File: src/hw/rtl/stq_pkg.sv
// Shared types and constants for the slot table with mask query.
// Used by stq_ctrl, stq_dp and slot_table_with_mask_query; no dependencies.
`default_nettype none

package stq_pkg;

    // Table geometry
    localparam int MAX_SLOTS      = 64;
    localparam int COMPONENT_BITS = 32;

    // Fixed field widths of the stream beats
    localparam int SLOT_W      = 6;
    localparam int MASK_W      = 32;
    localparam int FUNC_W      = 2;
    localparam int STATUS_W    = 2;
    localparam int IN_TDATA_W  = 40;
    localparam int OUT_TDATA_W = 8;

    // Derived widths
    localparam int SIG_W  = (COMPONENT_BITS < MASK_W) ? COMPONENT_BITS : MASK_W;
    localparam int ADDR_W = (MAX_SLOTS > 1) ? $clog2(MAX_SLOTS) : 1;
    localparam int PTR_W  = $clog2(MAX_SLOTS + 1);

    // Free-slot search is split into groups of eight slots
    localparam int GRP_SIZE = 8;
    localparam int GRP_IW   = $clog2(GRP_SIZE);
    localparam int NUM_GRP  = (MAX_SLOTS + GRP_SIZE - 1) / GRP_SIZE;

    typedef enum logic [FUNC_W-1:0] {
        FN_CREATE  = 2'd0,
        FN_DESTROY = 2'd1,
        FN_SET     = 2'd2,
        FN_QUERY   = 2'd3
    } t_func;

    typedef enum logic [STATUS_W-1:0] {
        ST_OK      = 2'd0,
        ST_FULL    = 2'd1,
        ST_NOMATCH = 2'd2
    } t_status;

    typedef enum logic [2:0] {
        S_IDLE,
        S_CSUM,
        S_CPICK,
        S_QSCAN,
        S_QEND
    } t_state;

    typedef enum logic [2:0] {
        CMD_NONE,
        CMD_LOAD,
        CMD_SUM,
        CMD_PICK,
        CMD_SCAN,
        CMD_FINISH
    } t_cmd;

    typedef struct packed {
        logic out_free;
        logic scan_done;
    } t_dp_sts;

endpackage

`default_nettype wire

File: src/hw/rtl/stq_ctrl.sv
// Sequencer for the slot table: walks create, query and simple updates.
// Depends on stq_pkg; drives commands into stq_dp and reads its status.
`default_nettype none

module stq_ctrl
    import stq_pkg::*;
(
    input  wire logic    i_clk,
    input  wire logic    i_rst_n,
    input  wire logic    i_s_tvalid,
    input  wire t_func   i_func,
    input  wire t_dp_sts i_sts,
    output logic         o_s_tready,
    output t_cmd         o_cmd
);

    t_state r_state;
    t_state n_state;

    always_ff @(posedge i_clk) begin
        if (!i_rst_n) begin
            r_state <= S_IDLE;
        end else begin
            r_state <= n_state;
        end
    end

    always_comb begin
        n_state = r_state;
        unique case (r_state)
            S_IDLE: begin
                if (i_s_tvalid) begin
                    if (i_func == FN_CREATE) begin
                        n_state = S_CSUM;
                    end else if (i_func == FN_QUERY) begin
                        n_state = S_QSCAN;
                    end
                end
            end
            S_CSUM: begin
                n_state = S_CPICK;
            end
            S_CPICK: begin
                if (i_sts.out_free) begin
                    n_state = S_IDLE;
                end
            end
            S_QSCAN: begin
                if (i_sts.scan_done) begin
                    n_state = S_QEND;
                end
            end
            S_QEND: begin
                if (i_sts.out_free) begin
                    n_state = S_IDLE;
                end
            end
            default: n_state = S_IDLE;
        endcase
    end

    always_comb begin
        o_s_tready = 1'b0;
        o_cmd      = CMD_NONE;
        unique case (r_state)
            S_IDLE: begin
                o_s_tready = 1'b1;
                if (i_s_tvalid) begin
                    o_cmd = CMD_LOAD;
                end
            end
            S_CSUM: begin
                o_cmd = CMD_SUM;
            end
            S_CPICK: begin
                if (i_sts.out_free) begin
                    o_cmd = CMD_PICK;
                end
            end
            S_QSCAN: begin
                o_cmd = CMD_SCAN;
            end
            S_QEND: begin
                if (i_sts.out_free) begin
                    o_cmd = CMD_FINISH;
                end
            end
            default: o_cmd = CMD_NONE;
        endcase
    end

endmodule

`default_nettype wire

File: src/hw/rtl/stq_dp.sv
// Datapath of the slot table: valid bits, signature memory, free-slot search,
// query scan pipeline and the output register. Depends on stq_pkg.
`default_nettype none

module stq_dp
    import stq_pkg::*;
(
    input  wire logic               i_clk,
    input  wire logic               i_rst_n,
    input  wire t_cmd               i_cmd,
    input  wire t_func              i_func,
    input  wire logic [SLOT_W-1:0]  i_slot_index,
    input  wire logic [MASK_W-1:0]  i_mask_value,
    input  wire logic               i_m_tready,
    output t_dp_sts                 o_sts,
    output logic                    o_m_tvalid,
    output logic [SLOT_W-1:0]       o_result_index,
    output t_status                 o_status,
    output logic                    o_last
);

    // Slot state
    logic [MAX_SLOTS-1:0] r_valid;
    logic [SIG_W-1:0]     r_sig_mem [MAX_SLOTS];
    logic [SIG_W-1:0]     r_rdata;
    logic [SIG_W-1:0]     r_mask;

    // Scan pipeline: issue pointer, compare stage, held match
    logic [PTR_W-1:0]     r_ptr;
    logic                 r_s2_vld;
    logic [ADDR_W-1:0]    r_s2_idx;
    logic                 r_s2_slot_vld;
    logic                 r_pend_vld;
    logic [ADDR_W-1:0]    r_pend_idx;

    // Free-slot group summaries
    logic [NUM_GRP-1:0]   r_gfree;
    logic [GRP_IW-1:0]    r_gidx [NUM_GRP];
    logic [NUM_GRP-1:0]   n_gfree;
    logic [GRP_IW-1:0]    n_gidx [NUM_GRP];

    // Output register
    logic                 r_o_valid;
    logic [SLOT_W-1:0]    r_o_idx;
    t_status              r_o_status;
    logic                 r_o_last;

    logic                 out_free;
    logic                 in_range;
    logic                 s2_match;
    logic                 scan_adv;
    logic                 rd_en;
    logic                 pick_found;
    logic [ADDR_W-1:0]    pick_idx;
    logic                 push;
    logic [ADDR_W-1:0]    push_idx;
    t_status              push_status;
    logic                 push_last;
    logic                 wr_en;
    logic [ADDR_W-1:0]    wr_addr;
    logic [SIG_W-1:0]     wr_data;

    assign out_free = !r_o_valid || i_m_tready;
    assign in_range = ({1'b0, i_slot_index} < (SLOT_W + 1)'(MAX_SLOTS));
    assign s2_match = r_s2_vld && r_s2_slot_vld && ((r_rdata & r_mask) == r_mask);
    // Hold the scan when a second match has nowhere to go
    assign scan_adv = (i_cmd == CMD_SCAN) && !(s2_match && r_pend_vld && !out_free);
    assign rd_en    = scan_adv && (r_ptr < PTR_W'(MAX_SLOTS));

    assign o_sts.out_free  = out_free;
    assign o_sts.scan_done = (r_ptr == PTR_W'(MAX_SLOTS)) && !r_s2_vld;

    // Lowest free slot inside each group
    always_comb begin
        for (int g = 0; g < NUM_GRP; g++) begin
            n_gfree[g] = 1'b0;
            n_gidx[g]  = '0;
            for (int k = GRP_SIZE - 1; k >= 0; k--) begin
                if ((g * GRP_SIZE + k) < MAX_SLOTS) begin
                    if (!r_valid[ADDR_W'(g * GRP_SIZE + k)]) begin
                        n_gfree[g] = 1'b1;
                        n_gidx[g]  = GRP_IW'(k);
                    end
                end
            end
        end
    end

    // Lowest group that has a free slot
    always_comb begin
        pick_found = 1'b0;
        pick_idx   = '0;
        for (int g = NUM_GRP - 1; g >= 0; g--) begin
            if (r_gfree[g]) begin
                pick_found = 1'b1;
                pick_idx   = ADDR_W'(g * GRP_SIZE + int'(r_gidx[g]));
            end
        end
    end

    always_comb begin
        push        = 1'b0;
        push_idx    = '0;
        push_status = ST_OK;
        push_last   = 1'b0;
        case (i_cmd)
            CMD_PICK: begin
                push      = 1'b1;
                push_last = 1'b1;
                if (pick_found) begin
                    push_idx = pick_idx;
                end else begin
                    push_status = ST_FULL;
                end
            end
            CMD_SCAN: begin
                if (scan_adv && s2_match && r_pend_vld) begin
                    push     = 1'b1;
                    push_idx = r_pend_idx;
                end
            end
            CMD_FINISH: begin
                push      = 1'b1;
                push_last = 1'b1;
                if (r_pend_vld) begin
                    push_idx = r_pend_idx;
                end else begin
                    push_status = ST_NOMATCH;
                end
            end
            default: push = 1'b0;
        endcase
    end

    always_comb begin
        wr_en   = 1'b0;
        wr_addr = i_slot_index[ADDR_W-1:0];
        wr_data = i_mask_value[SIG_W-1:0];
        if ((i_cmd == CMD_LOAD) && (i_func == FN_SET) && in_range) begin
            wr_en = 1'b1;
        end else if ((i_cmd == CMD_PICK) && pick_found) begin
            wr_en   = 1'b1;
            wr_addr = pick_idx;
            wr_data = '0;
        end
    end

    // Signature memory: one write port, one registered read port
    always_ff @(posedge i_clk) begin
        if (wr_en) begin
            r_sig_mem[wr_addr] <= wr_data;
        end
        if (rd_en) begin
            r_rdata <= r_sig_mem[r_ptr[ADDR_W-1:0]];
        end
    end

    always_ff @(posedge i_clk) begin
        if (!i_rst_n) begin
            r_valid    <= '0;
            r_ptr      <= '0;
            r_s2_vld   <= 1'b0;
            r_pend_vld <= 1'b0;
            r_o_valid  <= 1'b0;
        end else begin
            if ((i_cmd == CMD_LOAD) && (i_func == FN_DESTROY) && in_range) begin
                r_valid[i_slot_index[ADDR_W-1:0]] <= 1'b0;
            end
            if ((i_cmd == CMD_PICK) && pick_found) begin
                r_valid[pick_idx] <= 1'b1;
            end

            if (i_cmd == CMD_LOAD) begin
                r_ptr      <= '0;
                r_s2_vld   <= 1'b0;
                r_pend_vld <= 1'b0;
            end else if (scan_adv) begin
                r_s2_vld <= rd_en;
                if (rd_en) begin
                    r_ptr <= r_ptr + 1'b1;
                end
                if (s2_match) begin
                    r_pend_vld <= 1'b1;
                end
            end else if (i_cmd == CMD_FINISH) begin
                r_pend_vld <= 1'b0;
            end

            if (push) begin
                r_o_valid <= 1'b1;
            end else if (i_m_tready) begin
                r_o_valid <= 1'b0;
            end
        end
    end

    // Payload registers
    always_ff @(posedge i_clk) begin
        if (i_cmd == CMD_LOAD) begin
            r_mask <= i_mask_value[SIG_W-1:0];
        end
        if (i_cmd == CMD_SUM) begin
            r_gfree <= n_gfree;
            for (int g = 0; g < NUM_GRP; g++) begin
                r_gidx[g] <= n_gidx[g];
            end
        end
        if (rd_en) begin
            r_s2_idx      <= r_ptr[ADDR_W-1:0];
            r_s2_slot_vld <= r_valid[r_ptr[ADDR_W-1:0]];
        end
        if (scan_adv && s2_match) begin
            r_pend_idx <= r_s2_idx;
        end
        if (push) begin
            r_o_idx    <= SLOT_W'(push_idx);
            r_o_status <= push_status;
            r_o_last   <= push_last;
        end
    end

    assign o_m_tvalid     = r_o_valid;
    assign o_result_index = r_o_idx;
    assign o_status       = r_o_status;
    assign o_last         = r_o_last;

    a_push_needs_room: assert property (@(posedge i_clk) disable iff (!i_rst_n)
        push |-> out_free)
        else $error("result pushed over an untaken beat");

    a_full_only_when_full: assert property (@(posedge i_clk) disable iff (!i_rst_n)
        (push && (push_status == ST_FULL)) |-> (&r_valid))
        else $error("table full reported with a free slot");

    a_create_takes_free: assert property (@(posedge i_clk) disable iff (!i_rst_n)
        ((i_cmd == CMD_PICK) && pick_found) |-> !r_valid[pick_idx])
        else $error("create claimed a slot already in use");

    a_ptr_bounded: assert property (@(posedge i_clk) disable iff (!i_rst_n)
        r_ptr <= PTR_W'(MAX_SLOTS))
        else $error("scan pointer ran past the table");

endmodule

`default_nettype wire

File: src/hw/rtl/slot_table_with_mask_query.sv
// Top level of the slot table with mask query: stream ports, field unpacking,
// sequencer stq_ctrl and datapath stq_dp. Depends on stq_pkg.
`default_nettype none

// The table holds MAX_SLOTS slots, each with a valid bit and a signature;
// all slots are free right after reset, with no clearing pass. One beat is
// taken at a time. Destroy and set signature are done as the beat is
// accepted. Create steps through accept, group summary of free slots and
// pick, and returns one beat; the pick step waits while the output register
// still holds an untaken beat. A query walks the signature memory one slot
// per cycle through its single read port, holding when a new match finds one
// already waiting and the output stalled; matches come out in ascending slot
// order, the final one flagged by tlast, or a single no-match beat when
// nothing qualifies.

module slot_table_with_mask_query
    import stq_pkg::*;
(
    input  wire logic                   i_clk,
    input  wire logic                   i_rst_n,
    input  wire logic                   i_s_tvalid,
    output logic                        o_s_tready,
    input  wire logic [IN_TDATA_W-1:0]  i_s_tdata,   // slot_index[5:0], mask_value[37:6]
    input  wire logic [FUNC_W-1:0]      i_s_tuser,   // func[1:0]
    output logic                        o_m_tvalid,
    input  wire logic                   i_m_tready,
    output logic [OUT_TDATA_W-1:0]      o_m_tdata,   // result_index[5:0]
    output logic [STATUS_W-1:0]         o_m_tuser,   // status[1:0]
    output logic                        o_m_tlast
);

    t_func             func;
    logic [SLOT_W-1:0] slot_index;
    logic [MASK_W-1:0] mask_value;
    t_cmd              cmd;
    t_dp_sts           dp_sts;
    logic [SLOT_W-1:0] result_index;
    t_status           status;

    assign func       = t_func'(i_s_tuser);
    assign slot_index = i_s_tdata[SLOT_W-1:0];
    assign mask_value = i_s_tdata[SLOT_W +: MASK_W];

    stq_ctrl u_ctrl (
        .i_clk      (i_clk),
        .i_rst_n    (i_rst_n),
        .i_s_tvalid (i_s_tvalid),
        .i_func     (func),
        .i_sts      (dp_sts),
        .o_s_tready (o_s_tready),
        .o_cmd      (cmd)
    );

    stq_dp u_dp (
        .i_clk          (i_clk),
        .i_rst_n        (i_rst_n),
        .i_cmd          (cmd),
        .i_func         (func),
        .i_slot_index   (slot_index),
        .i_mask_value   (mask_value),
        .i_m_tready     (i_m_tready),
        .o_sts          (dp_sts),
        .o_m_tvalid     (o_m_tvalid),
        .o_result_index (result_index),
        .o_status       (status),
        .o_last         (o_m_tlast)
    );

    assign o_m_tdata = OUT_TDATA_W'(result_index);
    assign o_m_tuser = status;

endmodule

`default_nettype wire
File: config.mk
export PLATFORM = sky130hd
export DESIGN_NAME = slot_table_with_mask_query
export DESIGN_NICKNAME = d
export VERILOG_FILES = /design/src/hw/rtl/stq_pkg.sv /design/src/hw/rtl/stq_ctrl.sv /design/src/hw/rtl/stq_dp.sv /design/src/hw/rtl/slot_table_with_mask_query.sv
export SDC_FILE = /design/constraint.sdc
export NUM_CORES = 2
export LEC_CHECK = 0
export BUFFER_PORTS_ARGS = -buffer_cell sky130_fd_sc_hd__buf_4
export CAP_MARGIN = 40
export CORE_UTILIZATION = 42
export CTS_BUF_LIST = sky130_fd_sc_hd__clkbuf_8
export DETAILED_ROUTE_END_ITERATION = 16
export PLACE_DENSITY = 0.6
export SYNTH_ARGS = -nofsm -noshare
export SYNTH_HDL_FRONTEND = slang
export SYNTH_SLANG_ARGS = --single-unit
File: constraint.sdc
create_clock -name i_clk -period 9.3 [get_ports i_clk]
set_input_delay 0.465 -clock i_clk [delete_from_list [all_inputs] [get_ports i_clk]]
set_output_delay 0.465 -clock i_clk [all_outputs]
set_load 0.05 [all_outputs]
==> flow_metrics.py <==
metrics = {
    "final_layout": {
        "final_area_um2": 97860,
        "multi_input_area_um2": 19140,
        "nets": 4697,
        "fillers": 16670,
        "drive_gt1_share_pct": 25.53,
        "area_delta_synth_final_pct": 13.78,
        "regArea_um2": 66090,
    },
    "worst_setup_path": {
        "required_ps": 9900,
        "critPathCaptureType": "flop",
        "path_cells": "nor2b_1 > and3_1 > o2111a_1 > a31o_2 > nand2_1 > nor2_4 > buf_4",
        "crit_arrival_ps": 5190,
        "crit_path_max_incr_delay_ps": 730,
        "crit_path_top_delay_cell": "nor2_4",
        "criticalPathCategory": "reg2reg",
        "start_kind": "flop",
        "worstPathMaxFanout": 19,
    },
    "grt": {
        "grt_usage_pct": 24.00,
        "grt_start_max_net_pins": 90,
        "antenna_found_initial": 11,
        "grt_pass1_vias": 45180,
        "overflow": 0,
        "grt_pass1_wl_mm": 345.7,
    },
    "logic_synthesis": {
        "synthTopCellsByArea": "edfxtp_1 75%, mux4_2 12%, mux2i_1 2.2%, dfxtp_1 1.8%, nand2_1 0.72%",
        "synth_edf_count": 2149,
        "yosysTopAreaCell": "edfxtp_1",
        "ys_seq_area_share_pct": 76.83,
        "netlist_area_um2": 86000,
        "synth_top_area_share_pct": 75.03,
        "syn_inst": 4217,
        "ys_ff_latch": 2226,
        "ys_warn_count": 0,
        "ys.flop_type": "edfxtp_1",
        "ys_async_sr_fraction_pct": 0,
        "synth.distinct_cells": 83,
        "synth_area_per_cell_um2": 20.39,
    },
    "place": {
        "preCtsSetupSlack_ps": 4758,
        "postPlaceCellArea_um2": 91250,
        "gp_congestion": 0.8220,
        "io_buffers": 53,
        "place_hpwl_mm": 137.6,
    },
    "floorplan": {
        "dieArea_um2": 206600,
        "core_region_area_um2": 202700,
        "fp.dieH_um": 454.5,
        "chipWidth_um": 454.5,
        "rows": 165,
        "initial_utilization_pct": 42.42,
        "io_pins": 59,
    },
    "clock_tree": {
        "cts_buffers": 365,
        "insertion_delay_ps": 1060,
        "clk_pin_slew_ps": 60,
        "post_cts_resized": 0,
        "root_buffer": "clkbuf_8",
        "cts_buffer_depth": 4,
        "cts_tree": "yes",
        "cts_hold_buf": 48,
        "clock-sinks": 2226,
        "htreeDepth": 5,
        "post_cts_buffers": 0,
    },
    "power_and_ir_drop": {
        "p_leak_nw": 30.08,
        "vdd_drop_max_mv": 0.1572,
        "power_density_nw_per_um2": 214.3,
        "p_total_mw": 20.97,
    },
    "timing": {
        "rsz0062_at_grt": "no",
        "maxSlewViolCount": 0,
        "layout_setup_ws_ps": 4707,
        "period_needed_ps": 4593,
        "post-route-period-util_pct": 49.39,
        "whs_ps": 135.0,
        "setup_viol": 0,
        "hold_violations": 0,
        "max_slew.worst_pin.slew_ps": 953.3,
        "tns_ps": 0,
        "relSlewSlack_pct": 36.45,
        "finalClockSkew_ps": 104.6,
        "fmax_mhz": 217.7,
    },
    "route": {
        "drt-total-wl_mm": 248.5,
        "via_per_inst": 6.036,
        "via_count": 45750,
        "drtAntennaViolNets": 0,
        "wl_per_cell_um": 32.78,
        "first_pass_iters": 6,
        "initialDrtViolationCount": 6142,
        "route.detailed.drc": 0,
    },
    "run": {
        "cap_violations": 0,
    },
    "status": {
        "status": "complete, no violations",
    },
    "min_path": {
        "min_path_type": "in2reg",
    },
}
through the flow:
| step | util, % | std cells |
|---|---|---|
| floorplan | - | 4219 |
| global placement | 44.54 | 6852 |
| detailed placement | 45.01 | 6907 |
| CTS | 48.26 | 7573 |
| global route | 48.27 | 7580 |
| finish | 48.27 | 7580 |
where the power goes:
part	internal, mW	switching (mW)
Sequential	11.7	0.0604
Clock	3.69	3.76
Combinational	0.495	1.27
Total	15.9	5.09
path summary, 6_finish.rpt:
path | cells past startpoint | startpoint | slack [ps] | end
worst max-delay path | 7 | u_ctrl.r_state[1] | 4710 | u_dp.r_sig_mem[57][14]
worst min-delay path | 3 | i_s_tdata[4] | 140 | u_dp.r_valid[44]
worst max register to register | 7 | u_ctrl.r_state[1] | 4710 | u_dp.r_sig_mem[57][14]
worst min register to register | 0 | u_dp.r_s2_idx[5] | 420 | u_dp.r_pend_idx[5]
placed cells by master (no fill, tap or decap), types with 7 or more instances in the layout:
cell type / count
edfxtp_1: 2149
o21ai_1: 7
dfxtp_1: 71
a211oi_1: 30
nand3_1: 29
o21ai_0: 77
a22o_1: 17
a221oi_1: 32
buf_2: 9
clkinv_1: 90
nor2_1: 77
clkbuf_8: 373
nor2b_1: 16
a22oi_1: 66
a21boi_0: 32
buf_4: 188
and3_1: 18
o221ai_1: 18
buf_12: 32
nor2_4: 62
nand2_1: 165
o22ai_1: 71
inv_1: 157
nand2b_1: 27
a2111oi_0: 7
a21oi_1: 90
buf_16: 14
dlygate4sd3_1: 48
diode_2: 7
and2_2: 32
a31oi_1: 14
nor3_1: 36
mux4_2: 455
mux2_2: 12
a211o_1: 9
mux2i_1: 190
clkinv_2: 22
or3_1: 7
critical path: cells and delay by family, from the launching register on:
kind,cells,cell delay (ps)
DFF,1,510
AOI/OAI and AO/OA,2,860
and+or+nand+nor,4,2210
buffers and inverters,1,560
layout make-up:
| cell class | instances | area share (%) |
|---|---|---|
| Antenna cell | 7 | 0.01790 |
| Timing Repair Buffer | 296 | 3.085 |
| Multi-Input combinational cell | 1727 | 19.56 |
| Inverter | 34 | 0.1304 |
| Tap cell | 2672 | 3.416 |
| Clock buffer | 373 | 5.246 |
| Clock inverter | 245 | 1.002 |
| Sequential cell | 2226 | 67.54 |
cell usage after synthesis, drive strengths merged (12+ instances only):
master,count
edfxtp,2149
mux4,455
mux2i,190
nand2,167
buf,153
nor2,139
a21oi,91
o21ai,86
clkbuf,79
dfxtp,77
o22ai,71
a22oi,66
nor3,40
and2,37
a21boi,36
inv,33
a221oi,32
a211oi,30
nand3,30
nand2b,29
and3,18
nor2b,18
o221ai,18
a22o,17
a31oi,14
a2111oi,13
mux2,12
cells by family after synthesis:
family,Yosys count,synth area share (%)
multiplexers,657,14.28
adder cells (fa/ha/maj),1,0.01455
buffers and inverters,266,1.605
AO/OA/AOI/OAI,547,4.399
AND/OR/NAND/NOR,517,2.847
flip-flops,2226,76.83
XOR/XNOR,2,0.02037
other,1,0.004360
per-layer routing:
layer / global-route usage, % / vias to the layer above / routed length [µm]
met3: 5.373 / 434 / 24490
met4: 8.060 / 2 / 7801
met5: 0 / - / 20
li1: - / 18460 / -
met1: 34.29 / 24380 / 102400
met2: 36.45 / 2472 / 113800
registers in the layout, indices dropped and copies added (netlist names), 3 cells and up:
register	count
u_dp.r_sig_mem	2048
u_ctrl.r_state	3
u_dp.r_gidx	12
u_dp.r_valid	64
u_dp.r_gfree	4
u_dp.r_mask	32
u_dp.o_result_index	6
u_dp.r_pend_idx	6
u_dp.r_ptr	7
u_dp.r_s2_idx	6
u_dp.r_rdata	32
(Power assumes the default switching activity.)
